`config.mk`:
```
export PLATFORM = sky130hd
export DESIGN_NAME = battery_gauge_ir_compensated_unit
export DESIGN_NICKNAME = d
export VERILOG_FILES = /design/src/hw/rtl/bgir_pkg.sv /design/src/hw/rtl/battery_gauge_ir_compensated_unit.sv /design/src/hw/rtl/bgir_div.sv /design/src/hw/rtl/bgir_dp.sv /design/src/hw/rtl/bgir_ctrl.sv
export SDC_FILE = /design/constraint.sdc
export NUM_CORES = 2
export LEC_CHECK = 0
export ABC_AREA = 1
export BUFFER_PORTS_ARGS = -buffer_cell sky130_fd_sc_hd__buf_4
export CAP_MARGIN = 20
export CORE_UTILIZATION = 35
export DETAILED_ROUTE_END_ITERATION = 8
export GPL_ROUTABILITY_DRIVEN = 1
export GPL_TIMING_DRIVEN = 0
export RECOVER_POWER = 100
export SYNTH_ARGS = -nofsm -noshare
export SYNTH_HDL_FRONTEND = slang
export SYNTH_HIERARCHICAL = 1
export SYNTH_SLANG_ARGS = --single-unit
export TNS_END_PERCENT = 1
```
`constraint.sdc`:
```
create_clock -name clk -period 9.9 [get_ports clk]
set_input_delay 1.98 -clock clk [delete_from_list [all_inputs] [get_ports clk]]
set_output_delay 1.98 -clock clk [all_outputs]
set_load 0.01 [all_outputs]
```
`src/hw/rtl/bgir_pkg.sv`:
```
// ----------------------------------------------------------------------------
// bgir_pkg
// Types, constants and the discharge curve of the IR compensated gauge.
// ----------------------------------------------------------------------------
`default_nettype none

package bgir_pkg;

	localparam int CURVE_SLOTS        = 16;
	localparam int CURVE_POINTS_DEF   = 12;
	localparam int SEG_W              = 4;
	localparam int UV_W               = 23;
	localparam int PCT_W              = 7;
	localparam int AVG_W              = 27;
	localparam int QUOT_W             = 7;
	localparam int NUM_W              = UV_W + PCT_W;
	localparam int DVD_W              = NUM_W + 1;
	localparam int DVS_W              = UV_W + 1;
	localparam int S_TDATA_W          = 32;
	localparam int M_TDATA_W          = 40;
	localparam int CFG_IDX_W          = 2;
	localparam int CFG_DATA_W         = 16;

	localparam logic [CFG_IDX_W-1:0] REG_SAG     = 2'd0;
	localparam logic [CFG_IDX_W-1:0] REG_CHG_THR = 2'd1;
	localparam logic [CFG_IDX_W-1:0] REG_SMOOTH  = 2'd2;

	localparam logic [7:0]         SAG_RST     = 8'd18;
	localparam logic signed [15:0] CHG_THR_RST = -16'sd200;
	localparam logic [2:0]         SMOOTH_RST  = 3'd2;

	localparam logic [7:0] PCT_UNMETERED = 8'hFF;

	localparam logic [UV_W-1:0] CURVE_UV [CURVE_SLOTS] = '{
		23'd4200000, 23'd4100000, 23'd4000000, 23'd3950000,
		23'd3880000, 23'd3830000, 23'd3790000, 23'd3750000,
		23'd3700000, 23'd3630000, 23'd3450000, 23'd3000000,
		23'd3000000, 23'd3000000, 23'd3000000, 23'd3000000
	};

	localparam logic [PCT_W-1:0] CURVE_PCT [CURVE_SLOTS] = '{
		7'd100, 7'd90, 7'd80, 7'd70, 7'd60, 7'd50, 7'd40, 7'd30,
		7'd20, 7'd10, 7'd5, 7'd0, 7'd0, 7'd0, 7'd0, 7'd0
	};

	typedef enum logic [3:0] {
		ST_IDLE,
		ST_PROD,
		ST_REST,
		ST_AVG,
		ST_SEG,
		ST_MUL,
		ST_DLOAD,
		ST_DIV,
		ST_DONE
	} bgir_state_t;

	typedef struct packed {
		logic load_in;
		logic do_prod;
		logic do_rest;
		logic do_avg;
		logic do_seg;
		logic do_mul;
		logic div_start;
		logic load_out;
	} bgir_cmd_t;

	typedef struct packed {
		logic div_done;
	} bgir_sts_t;

endpackage

`default_nettype wire

```
`src/hw/rtl/battery_gauge_ir_compensated_unit.sv`:
```
// ----------------------------------------------------------------------------
// battery_gauge_ir_compensated_unit
// Voltage based fuel gauge with load compensation and a smoothed rest voltage.
// ----------------------------------------------------------------------------
// Each sample enters on the s_ channel and yields exactly one result on the
// m_ channel. A sample carries the raw bus register and the shunt register in
// s_tdata and the read status in s_tuser. A result carries the bus voltage,
// current, charging flag and charge percent in m_tdata, and the metered flag
// in m_tuser. Configuration registers are written over cfg_valid, cfg_index
// and cfg_data; the user must write them only while no sample is in flight,
// as the block itself does not enforce it. A good sample passes through the
// product, rest, average, segment, multiply and divider load steps and then
// the restoring divider of the curve interpolation; a failed read skips them
// and goes straight to the output register. The block works on one sample at
// a time and takes the next one once its result sits in the output register.
// If the receiver stalls, the finished result is held and the next sample
// waits at the end of its computation. Reset clears the average, empties the
// output register and restores the register defaults.
// ----------------------------------------------------------------------------
`default_nettype none

module battery_gauge_ir_compensated_unit #(
	parameter int CURVE_POINTS = bgir_pkg::CURVE_POINTS_DEF
) (
	input  wire logic                            clk,
	input  wire logic                            arst_n,
	input  wire logic                            s_tvalid,
	output logic                                 s_tready,
	// bus_raw [15:0], shunt_raw [31:16]
	input  wire logic [bgir_pkg::S_TDATA_W-1:0]  s_tdata,
	// read_ok
	input  wire logic                            s_tuser,
	output logic                                 m_tvalid,
	input  wire logic                            m_tready,
	// bus_mv [14:0], current_count [30:15], charging [31], charge_percent [39:32]
	output logic [bgir_pkg::M_TDATA_W-1:0]       m_tdata,
	// metered
	output logic                                 m_tuser,
	input  wire logic                            cfg_valid,
	output logic                                 cfg_ready,
	input  wire logic [bgir_pkg::CFG_IDX_W-1:0]  cfg_index,
	input  wire logic [bgir_pkg::CFG_DATA_W-1:0] cfg_data
);

	import bgir_pkg::*;

	bgir_cmd_t cmd;
	bgir_sts_t sts;

	assign cfg_ready = 1'b1;

	bgir_ctrl u_ctrl (
		.clk       (clk),
		.arst_n    (arst_n),
		.in_valid  (s_tvalid),
		.in_ok     (s_tuser),
		.in_ready  (s_tready),
		.out_valid (m_tvalid),
		.out_ready (m_tready),
		.cmd       (cmd),
		.sts       (sts)
	);

	bgir_dp #(
		.CURVE_POINTS (CURVE_POINTS)
	) u_dp (
		.clk         (clk),
		.arst_n      (arst_n),
		.cmd         (cmd),
		.sts         (sts),
		.in_data     (s_tdata),
		.in_ok       (s_tuser),
		.cfg_we      (cfg_valid),
		.cfg_idx     (cfg_index),
		.cfg_wdata   (cfg_data),
		.out_data    (m_tdata),
		.out_metered (m_tuser)
	);

endmodule

`default_nettype wire

```
`src/hw/rtl/bgir_div.sv`:
```
// ----------------------------------------------------------------------------
// bgir_div
// Restoring divider producing one quotient bit per cycle, MSB first.
// ----------------------------------------------------------------------------
`default_nettype none

module bgir_div #(
	parameter int DVD_W  = bgir_pkg::DVD_W,
	parameter int DVS_W  = bgir_pkg::DVS_W,
	parameter int QUOT_W = bgir_pkg::QUOT_W
) (
	input  wire logic              clk,
	input  wire logic              arst_n,
	input  wire logic              start,
	input  wire logic [DVD_W-1:0]  dividend,
	input  wire logic [DVS_W-1:0]  divisor,
	output logic                   done,
	output logic [QUOT_W-1:0]      quot
);

	localparam int DEN_W = DVS_W + QUOT_W - 1;
	localparam int CNT_W = (QUOT_W > 1) ? $clog2(QUOT_W) : 1;

	logic             busy_q;
	logic             done_q;
	logic [CNT_W-1:0] cnt_q;
	logic [DVD_W-1:0] rem_q;
	logic [DEN_W-1:0] den_q;
	logic [QUOT_W-1:0] quot_q;
	logic             fits;

	assign fits = rem_q >= DVD_W'(den_q);

	always_ff @(posedge clk or negedge arst_n) begin
		if (!arst_n) begin
			busy_q <= 1'b0;
			done_q <= 1'b0;
			cnt_q  <= '0;
		end else begin
			done_q <= 1'b0;
			if (start) begin
				busy_q <= 1'b1;
				cnt_q  <= '0;
			end else if (busy_q) begin
				cnt_q <= cnt_q + 1'b1;
				if (cnt_q == CNT_W'(QUOT_W - 1)) begin
					busy_q <= 1'b0;
					done_q <= 1'b1;
				end
			end
		end
	end

	always_ff @(posedge clk) begin
		if (start) begin
			rem_q  <= dividend;
			den_q  <= {divisor, {(QUOT_W - 1){1'b0}}};
			quot_q <= '0;
		end else if (busy_q) begin
			if (fits) begin
				rem_q <= rem_q - DVD_W'(den_q);
			end
			quot_q <= {quot_q[QUOT_W-2:0], fits};
			den_q  <= den_q >> 1;
		end
	end

	assign done = done_q;
	assign quot = quot_q;

endmodule

`default_nettype wire

```
`src/hw/rtl/bgir_dp.sv`:
```
// ----------------------------------------------------------------------------
// bgir_dp
// Datapath: registers, resting voltage, moving average, curve lookup.
// ----------------------------------------------------------------------------
`default_nettype none

module bgir_dp #(
	parameter int CURVE_POINTS = bgir_pkg::CURVE_POINTS_DEF
) (
	input  wire logic                                 clk,
	input  wire logic                                 arst_n,
	input  wire bgir_pkg::bgir_cmd_t                  cmd,
	output bgir_pkg::bgir_sts_t                       sts,
	input  wire logic [bgir_pkg::S_TDATA_W-1:0]       in_data,
	input  wire logic                                 in_ok,
	input  wire logic                                 cfg_we,
	input  wire logic [bgir_pkg::CFG_IDX_W-1:0]       cfg_idx,
	input  wire logic [bgir_pkg::CFG_DATA_W-1:0]      cfg_wdata,
	output logic [bgir_pkg::M_TDATA_W-1:0]            out_data,
	output logic                                      out_metered
);

	import bgir_pkg::*;

	logic [7:0]                sag_q;
	logic signed [15:0]        chg_thr_q;
	logic [2:0]                smooth_q;

	logic                      ok_q;
	logic [14:0]               bus_mv_q;
	logic signed [15:0]        cur_q;
	logic signed [24:0]        prod_q;
	logic [24:0]               bmv_k_q;
	logic signed [AVG_W-1:0]   rest_q;
	logic signed [AVG_W-1:0]   avg_q;

	logic                      direct_q;
	logic [PCT_W-1:0]          direct_pct_q;
	logic [PCT_W-1:0]          lo_pct_q;
	logic [UV_W-1:0]           diff_q;
	logic [PCT_W-1:0]          dp_q;
	logic [UV_W-1:0]           span_q;
	logic [NUM_W-1:0]          num_q;

	logic                      out_metered_q;
	logic [M_TDATA_W-1:0]      out_data_q;

	logic signed [AVG_W:0]     avg_diff;
	logic signed [AVG_W:0]     avg_step;
	logic                      top_hit;
	logic                      seg_hit;
	logic [SEG_W-1:0]          seg_idx;
	logic [SEG_W-1:0]          seg_up;
	logic [UV_W-1:0]           seg_span;
	logic [UV_W-1:0]           seg_diff;
	logic [DVD_W-1:0]          div_dvd;
	logic [DVS_W-1:0]          div_dvs;
	logic                      div_done;
	logic [QUOT_W-1:0]         div_quot;
	logic [PCT_W-1:0]          pct_final;
	logic                      charging;

	always_ff @(posedge clk or negedge arst_n) begin
		if (!arst_n) begin
			sag_q     <= SAG_RST;
			chg_thr_q <= CHG_THR_RST;
			smooth_q  <= SMOOTH_RST;
		end else if (cfg_we) begin
			unique case (cfg_idx)
				REG_SAG:     sag_q     <= cfg_wdata[7:0];
				REG_CHG_THR: chg_thr_q <= $signed(cfg_wdata);
				REG_SMOOTH:  smooth_q  <= cfg_wdata[2:0];
				default:     ;
			endcase
		end
	end

	always_ff @(posedge clk or negedge arst_n) begin
		if (!arst_n) begin
			avg_q <= '0;
		end else if (cmd.do_avg) begin
			if (avg_q == '0) begin
				avg_q <= rest_q;
			end else begin
				avg_q <= avg_q + avg_step[AVG_W-1:0];
			end
		end
	end

	assign avg_diff = $signed({rest_q[AVG_W-1], rest_q}) - $signed({avg_q[AVG_W-1], avg_q});
	assign avg_step = avg_diff >>> smooth_q;

	always_comb begin
		top_hit = avg_q >= $signed({{(AVG_W - UV_W){1'b0}}, CURVE_UV[0]});
		seg_hit = 1'b0;
		seg_idx = '0;
		for (int i = CURVE_POINTS - 1; i >= 1; i--) begin
			if (avg_q >= $signed({{(AVG_W - UV_W){1'b0}}, CURVE_UV[i]})) begin
				seg_hit = 1'b1;
				seg_idx = SEG_W'(i);
			end
		end
		seg_up   = seg_idx - 1'b1;
		seg_span = CURVE_UV[seg_up] - CURVE_UV[seg_idx];
		seg_diff = avg_q[UV_W-1:0] - CURVE_UV[seg_idx];
	end

	always_ff @(posedge clk) begin
		if (cmd.load_in) begin
			ok_q     <= in_ok;
			bus_mv_q <= {in_data[15:3], 2'b00};
			cur_q    <= $signed(in_data[31:16]);
		end
		if (cmd.do_prod) begin
			prod_q  <= cur_q * $signed({1'b0, sag_q});
			bmv_k_q <= 25'(bus_mv_q) * 25'd1000;
		end
		if (cmd.do_rest) begin
			rest_q <= $signed({2'b00, bmv_k_q}) + AVG_W'(prod_q);
		end
		if (cmd.do_seg) begin
			lo_pct_q <= CURVE_PCT[seg_idx];
			dp_q     <= CURVE_PCT[seg_up] - CURVE_PCT[seg_idx];
			span_q   <= seg_span;
			diff_q   <= seg_diff;
			if (top_hit) begin
				direct_q     <= 1'b1;
				direct_pct_q <= CURVE_PCT[0];
			end else if (!seg_hit) begin
				direct_q     <= 1'b1;
				direct_pct_q <= '0;
			end else begin
				direct_q     <= seg_span == '0;
				direct_pct_q <= CURVE_PCT[seg_idx];
			end
		end
		if (cmd.do_mul) begin
			num_q <= NUM_W'(diff_q) * NUM_W'(dp_q);
		end
		if (cmd.load_out) begin
			out_metered_q <= ok_q;
			if (ok_q) begin
				out_data_q <= {1'b0, pct_final, charging, cur_q, bus_mv_q};
			end else begin
				out_data_q <= {PCT_UNMETERED, 32'd0};
			end
		end
	end

	assign div_dvd = {num_q, 1'b0} + DVD_W'(span_q);
	assign div_dvs = {span_q, 1'b0};

	bgir_div #(
		.DVD_W  (DVD_W),
		.DVS_W  (DVS_W),
		.QUOT_W (QUOT_W)
	) u_div (
		.clk      (clk),
		.arst_n   (arst_n),
		.start    (cmd.div_start),
		.dividend (div_dvd),
		.divisor  (div_dvs),
		.done     (div_done),
		.quot     (div_quot)
	);

	assign pct_final = direct_q ? direct_pct_q : lo_pct_q + div_quot;
	assign charging  = cur_q < chg_thr_q;

	assign sts.div_done = div_done;
	assign out_data     = out_data_q;
	assign out_metered  = out_metered_q;

endmodule

`default_nettype wire

```
`src/hw/rtl/bgir_ctrl.sv`:
```
// ----------------------------------------------------------------------------
// bgir_ctrl
// Sequencer that steps one sample through the datapath and owns the handshakes.
// ----------------------------------------------------------------------------
`default_nettype none

module bgir_ctrl (
	input  wire logic                clk,
	input  wire logic                arst_n,
	input  wire logic                in_valid,
	input  wire logic                in_ok,
	output logic                     in_ready,
	output logic                     out_valid,
	input  wire logic                out_ready,
	output bgir_pkg::bgir_cmd_t      cmd,
	input  wire bgir_pkg::bgir_sts_t sts
);

	import bgir_pkg::*;

	bgir_state_t state_q;
	bgir_state_t state_d;
	logic        out_valid_q;
	logic        out_free;

	assign out_free = !out_valid_q || out_ready;

	always_ff @(posedge clk or negedge arst_n) begin
		if (!arst_n) begin
			state_q     <= ST_IDLE;
			out_valid_q <= 1'b0;
		end else begin
			state_q <= state_d;
			if (cmd.load_out) begin
				out_valid_q <= 1'b1;
			end else if (out_ready) begin
				out_valid_q <= 1'b0;
			end
		end
	end

	always_comb begin
		state_d = state_q;
		unique case (state_q)
			ST_IDLE: begin
				if (in_valid) begin
					state_d = in_ok ? ST_PROD : ST_DONE;
				end
			end
			ST_PROD:  state_d = ST_REST;
			ST_REST:  state_d = ST_AVG;
			ST_AVG:   state_d = ST_SEG;
			ST_SEG:   state_d = ST_MUL;
			ST_MUL:   state_d = ST_DLOAD;
			ST_DLOAD: state_d = ST_DIV;
			ST_DIV: begin
				if (sts.div_done) begin
					state_d = ST_DONE;
				end
			end
			ST_DONE: begin
				if (out_free) begin
					state_d = ST_IDLE;
				end
			end
			default: state_d = ST_IDLE;
		endcase
	end

	always_comb begin
		cmd           = '0;
		in_ready      = 1'b0;
		unique case (state_q)
			ST_IDLE: begin
				in_ready    = 1'b1;
				cmd.load_in = in_valid;
			end
			ST_PROD:  cmd.do_prod   = 1'b1;
			ST_REST:  cmd.do_rest   = 1'b1;
			ST_AVG:   cmd.do_avg    = 1'b1;
			ST_SEG:   cmd.do_seg    = 1'b1;
			ST_MUL:   cmd.do_mul    = 1'b1;
			ST_DLOAD: cmd.div_start = 1'b1;
			ST_DIV:   ;
			ST_DONE:  cmd.load_out  = out_free;
			default:  ;
		endcase
	end

	assign out_valid = out_valid_q;

endmodule

`default_nettype wire

```
==> impl_results.md <==
* DRC violations left at 0
* Cells after Synth at 4575
* Die span in y at 325 um
* Final Cycle Share at 77.5%
* Via density at 4.92
* Via count at 30300
* Vias in the first global route at 30400
* Endpoints failing hold at 0
* Initial antenna violation count at 4
* Congestion Overflow GR at 0
* ANT cells at 0
* Synth cell types at 65
* Crit path kind: reg -> reg
* Final setup vio count at 0
* Combinational family with the most area after synthesis: adder cells
* Setup Fix Bufs, Post-CTS at 0
* CTS buffer count at 47
* Post-DP HPWL at 84.4 mm
* Number of synthesized flops with an enable pin at 290
* Syn-to-layout area delta at 10.4%
* Synth Area in XOR/XNOR at 4.62%
* Failing checks: max-capacitance violations, max-slew violations
* Final WL at 102 mm
* Port Buffers at 93
* DRT Pass-1 Iters at 7
* Global-route wire length before repair at 163 mm
* Synth Area in Adders at 25.8%
* Crit. End Element: flip-flop
* Max Buffers Root-to-Sink at 3
* Slew Viols, Final at 225
* Avg WL per Cell at 16.7 um
* Initial Util at 35.3%
* Commonest non-fill, non-tap cell in the layout: nand2_1
* CP arrival at 8.01 ns
* Commonest non-fill, non-tap cells in the layout: nand2_1, inv_1, ha_1
* Post-Synth Simple-Gate Area at 20.1%
* Yosys warns at 6
* Gr usage total at 19.4%
* Setup tns final at 0 ns
* Tmin final at 7.67 ns
* Critical Path Start Type: flip-flop
* Clk pin slew, worst setup/hold paths at 0.06 ns
* Iter 0 DRT Violations at 1970
* Fillers at 10900
* Post-Syn Area at 36600 um^2
* TritonCTS clock tree: done
* Post-synthesis mux area share at 0.191%
* Clock root cell: clkbuf_16
* Core ar. at 104000 um^2
* Die width at 325 um
* Max Freq at 130 MHz
* Max Cap Viol at 7
* Largest net degree at the start of global routing at 65
* Gp weighted congestion at 0.964
* Fin nets at 5394
* Die Footprint at 106000 um^2
* Flops & latches, synth at 367
* RSZ-0062 raised after global routing: false
* Max_slew headroom at -151%
* Biggest cell delay along the critical path at 0.51 ns
* Row count at 118
* Cells resized by post-CTS repair at 0
* Register area share after synthesis at 28.9%
* Ys flop type: edfxtp_1
* Fin Clk Skew at 0.0327 ns
* Final ANT Viol Nets at 0
* Critical Path RT at 10.25 ns
* Run status: complete, but fails checks
* Syn_area_per_cell at 8.00 um^2
* Sink Count at 367
* CP max-delay cell: dfrtp_1
* Least-Margin Pin Slew at 3.77 ns
* Compound-cell area share of the yosys netlist at 10.5%
* Clock Latency Late Sink at 0.62 ns
* Htree depth at 2
* Ys async rst share at 17.4%
* Share of cells above drive strength 1 at 4.84%
* Ports at 100
* # hold bufs at CTS at 0
* CP Max Fanout at 11
* Hold WC Path Type: reg -> reg
* Cell mode on critical path: nand2_1
==> registers in the layout (all words and copies together) (netlist names), 3 cells and up <==
register,count
u_ctrl/state_q,4
u_dp/avg_q,27
u_dp/bmv_k_q,20
u_dp/bus_mv_q,13
u_dp/chg_thr_q,16
u_dp/cur_q,16
u_dp/diff_q,23
u_dp/direct_pct_q,7
u_dp/dp_q,7
u_dp/lo_pct_q,7
u_dp/num_q,30
u_dp/out_data,38
u_dp/prod_q,25
u_dp/rest_q,27
u_dp/sag_q,8
u_dp/smooth_q,3
u_dp/span_q,19
u_dp/u_div/cnt_q,3
u_dp/u_div/den_q,30
u_dp/u_div/quot,7
u_dp/u_div/rem_q,31
==> worst max-delay path, delay by kind of cell, from the launching register on <==
| family | cells | cell delay [ns] |
|---|---|---|
| buf+inv | 8 | 1.45 |
| fa+ha+maj | 3 | 0.88 |
| xor+xnor | 1 | 0.29 |
| compound gates | 8 | 1.75 |
| flops | 1 | 0.51 |
| simple gates | 17 | 2.51 |
==> layer usage <==
metal	part of all wire, %	track usage [%]	wire, um	vias to the layer above
met2	48	33.5	49200	654
met5	0.037	0	38	-
li1	-	-	-	15100
met4	2.7	5.75	2740	6
met1	45	25.5	45900	14400
met3	4.5	2.20	4630	139
==> worst paths after layout <==
check / cells after the start / start / slack [ns] / endpoint
worst max-delay path: 37 / u_dp/avg_q[19] / 2.23 / u_dp/direct_q
worst min-delay path: 0 / u_dp/prod_q[3] / 0.42 / u_dp/rest_q[3]
worst max register to register: 37 / u_dp/avg_q[19] / 2.23 / u_dp/direct_q
worst min register to register: 0 / u_dp/prod_q[3] / 0.42 / u_dp/rest_q[3]
max in group asynchronous: 1 / arst_n / 5.07 / u_ctrl/state_q[2]
min in group asynchronous: 1 / arst_n / 2.68 / u_dp/chg_thr_q[7]
==> synthesized netlist by cell type, drive strengths merged (15+ instances only) <==
cell type / count / area share (%)
o22ai: 20 / 0.34
o21bai: 28 / 0.58
nand2: 1140 / 12
o211ai: 21 / 0.43
ha: 343 / 12
dfrtp: 50 / 3.4
inv: 852 / 8.7
nand4: 33 / 0.58
a21oi: 283 / 3.9
nor2: 258 / 2.8
a31oi: 15 / 0.26
xnor2: 65 / 1.6
o21ai: 262 / 3.6
edfxtp: 290 / 24
a21o: 15 / 0.31
or2: 16 / 0.27
nor3: 39 / 0.58
fa: 257 / 14
buf: 19 / 0.25
clkbuf: 87 / 0.89
nand3: 234 / 3.3
xor2: 128 / 3.1
==> final cells by class <==
cell class	count	area (um^2)	share of cell area [%]
tap	1380	1730	4.27
multi-input combinational	3252	22300	55.3
inverter	857	3220	7.98
sequential	367	10600	26.2
buffer	106	418	1.03
clock buffer	55	1260	3.11
clock inverter	30	272	0.672
timing repair buffer	107	589	1.46
==> stage by stage <==
stage / utilization, % / hold WS [ns] / worst slack (ns) / cell area (um^2) / std cells
3_5_place_dp: 37.9 / 0.409 / 3.61 / 39300 / 6069
2_1_floorplan: - / 0.400 / 4.88 / 36600 / 4582
4_1_cts: 39.4 / 0.423 / 3.54 / 40800 / 6154
6_report: 39.0 / 0.422 / 2.23 / 40400 / 6154
5_1_grt: 39.0 / 0.437 / 1.49 / 40400 / 6154
3_3_place_gp: 37.7 / 0.401 / 3.33 / 39100 / 6055
==> logic make-up after synthesis <==
kind of cell | after synthesis
adders and majority gates | 600
buffers and inverters | 963
DFF | 367
AOI/OAI and AO/OA | 693
other | 2
and+or+nand+nor | 1750
muxes | 7
xor gates and xnor gates | 193
Power is left out: the tool's default activity adds up to more than one toggle a clock period on the data nets, which glitch-free logic cannot reach.
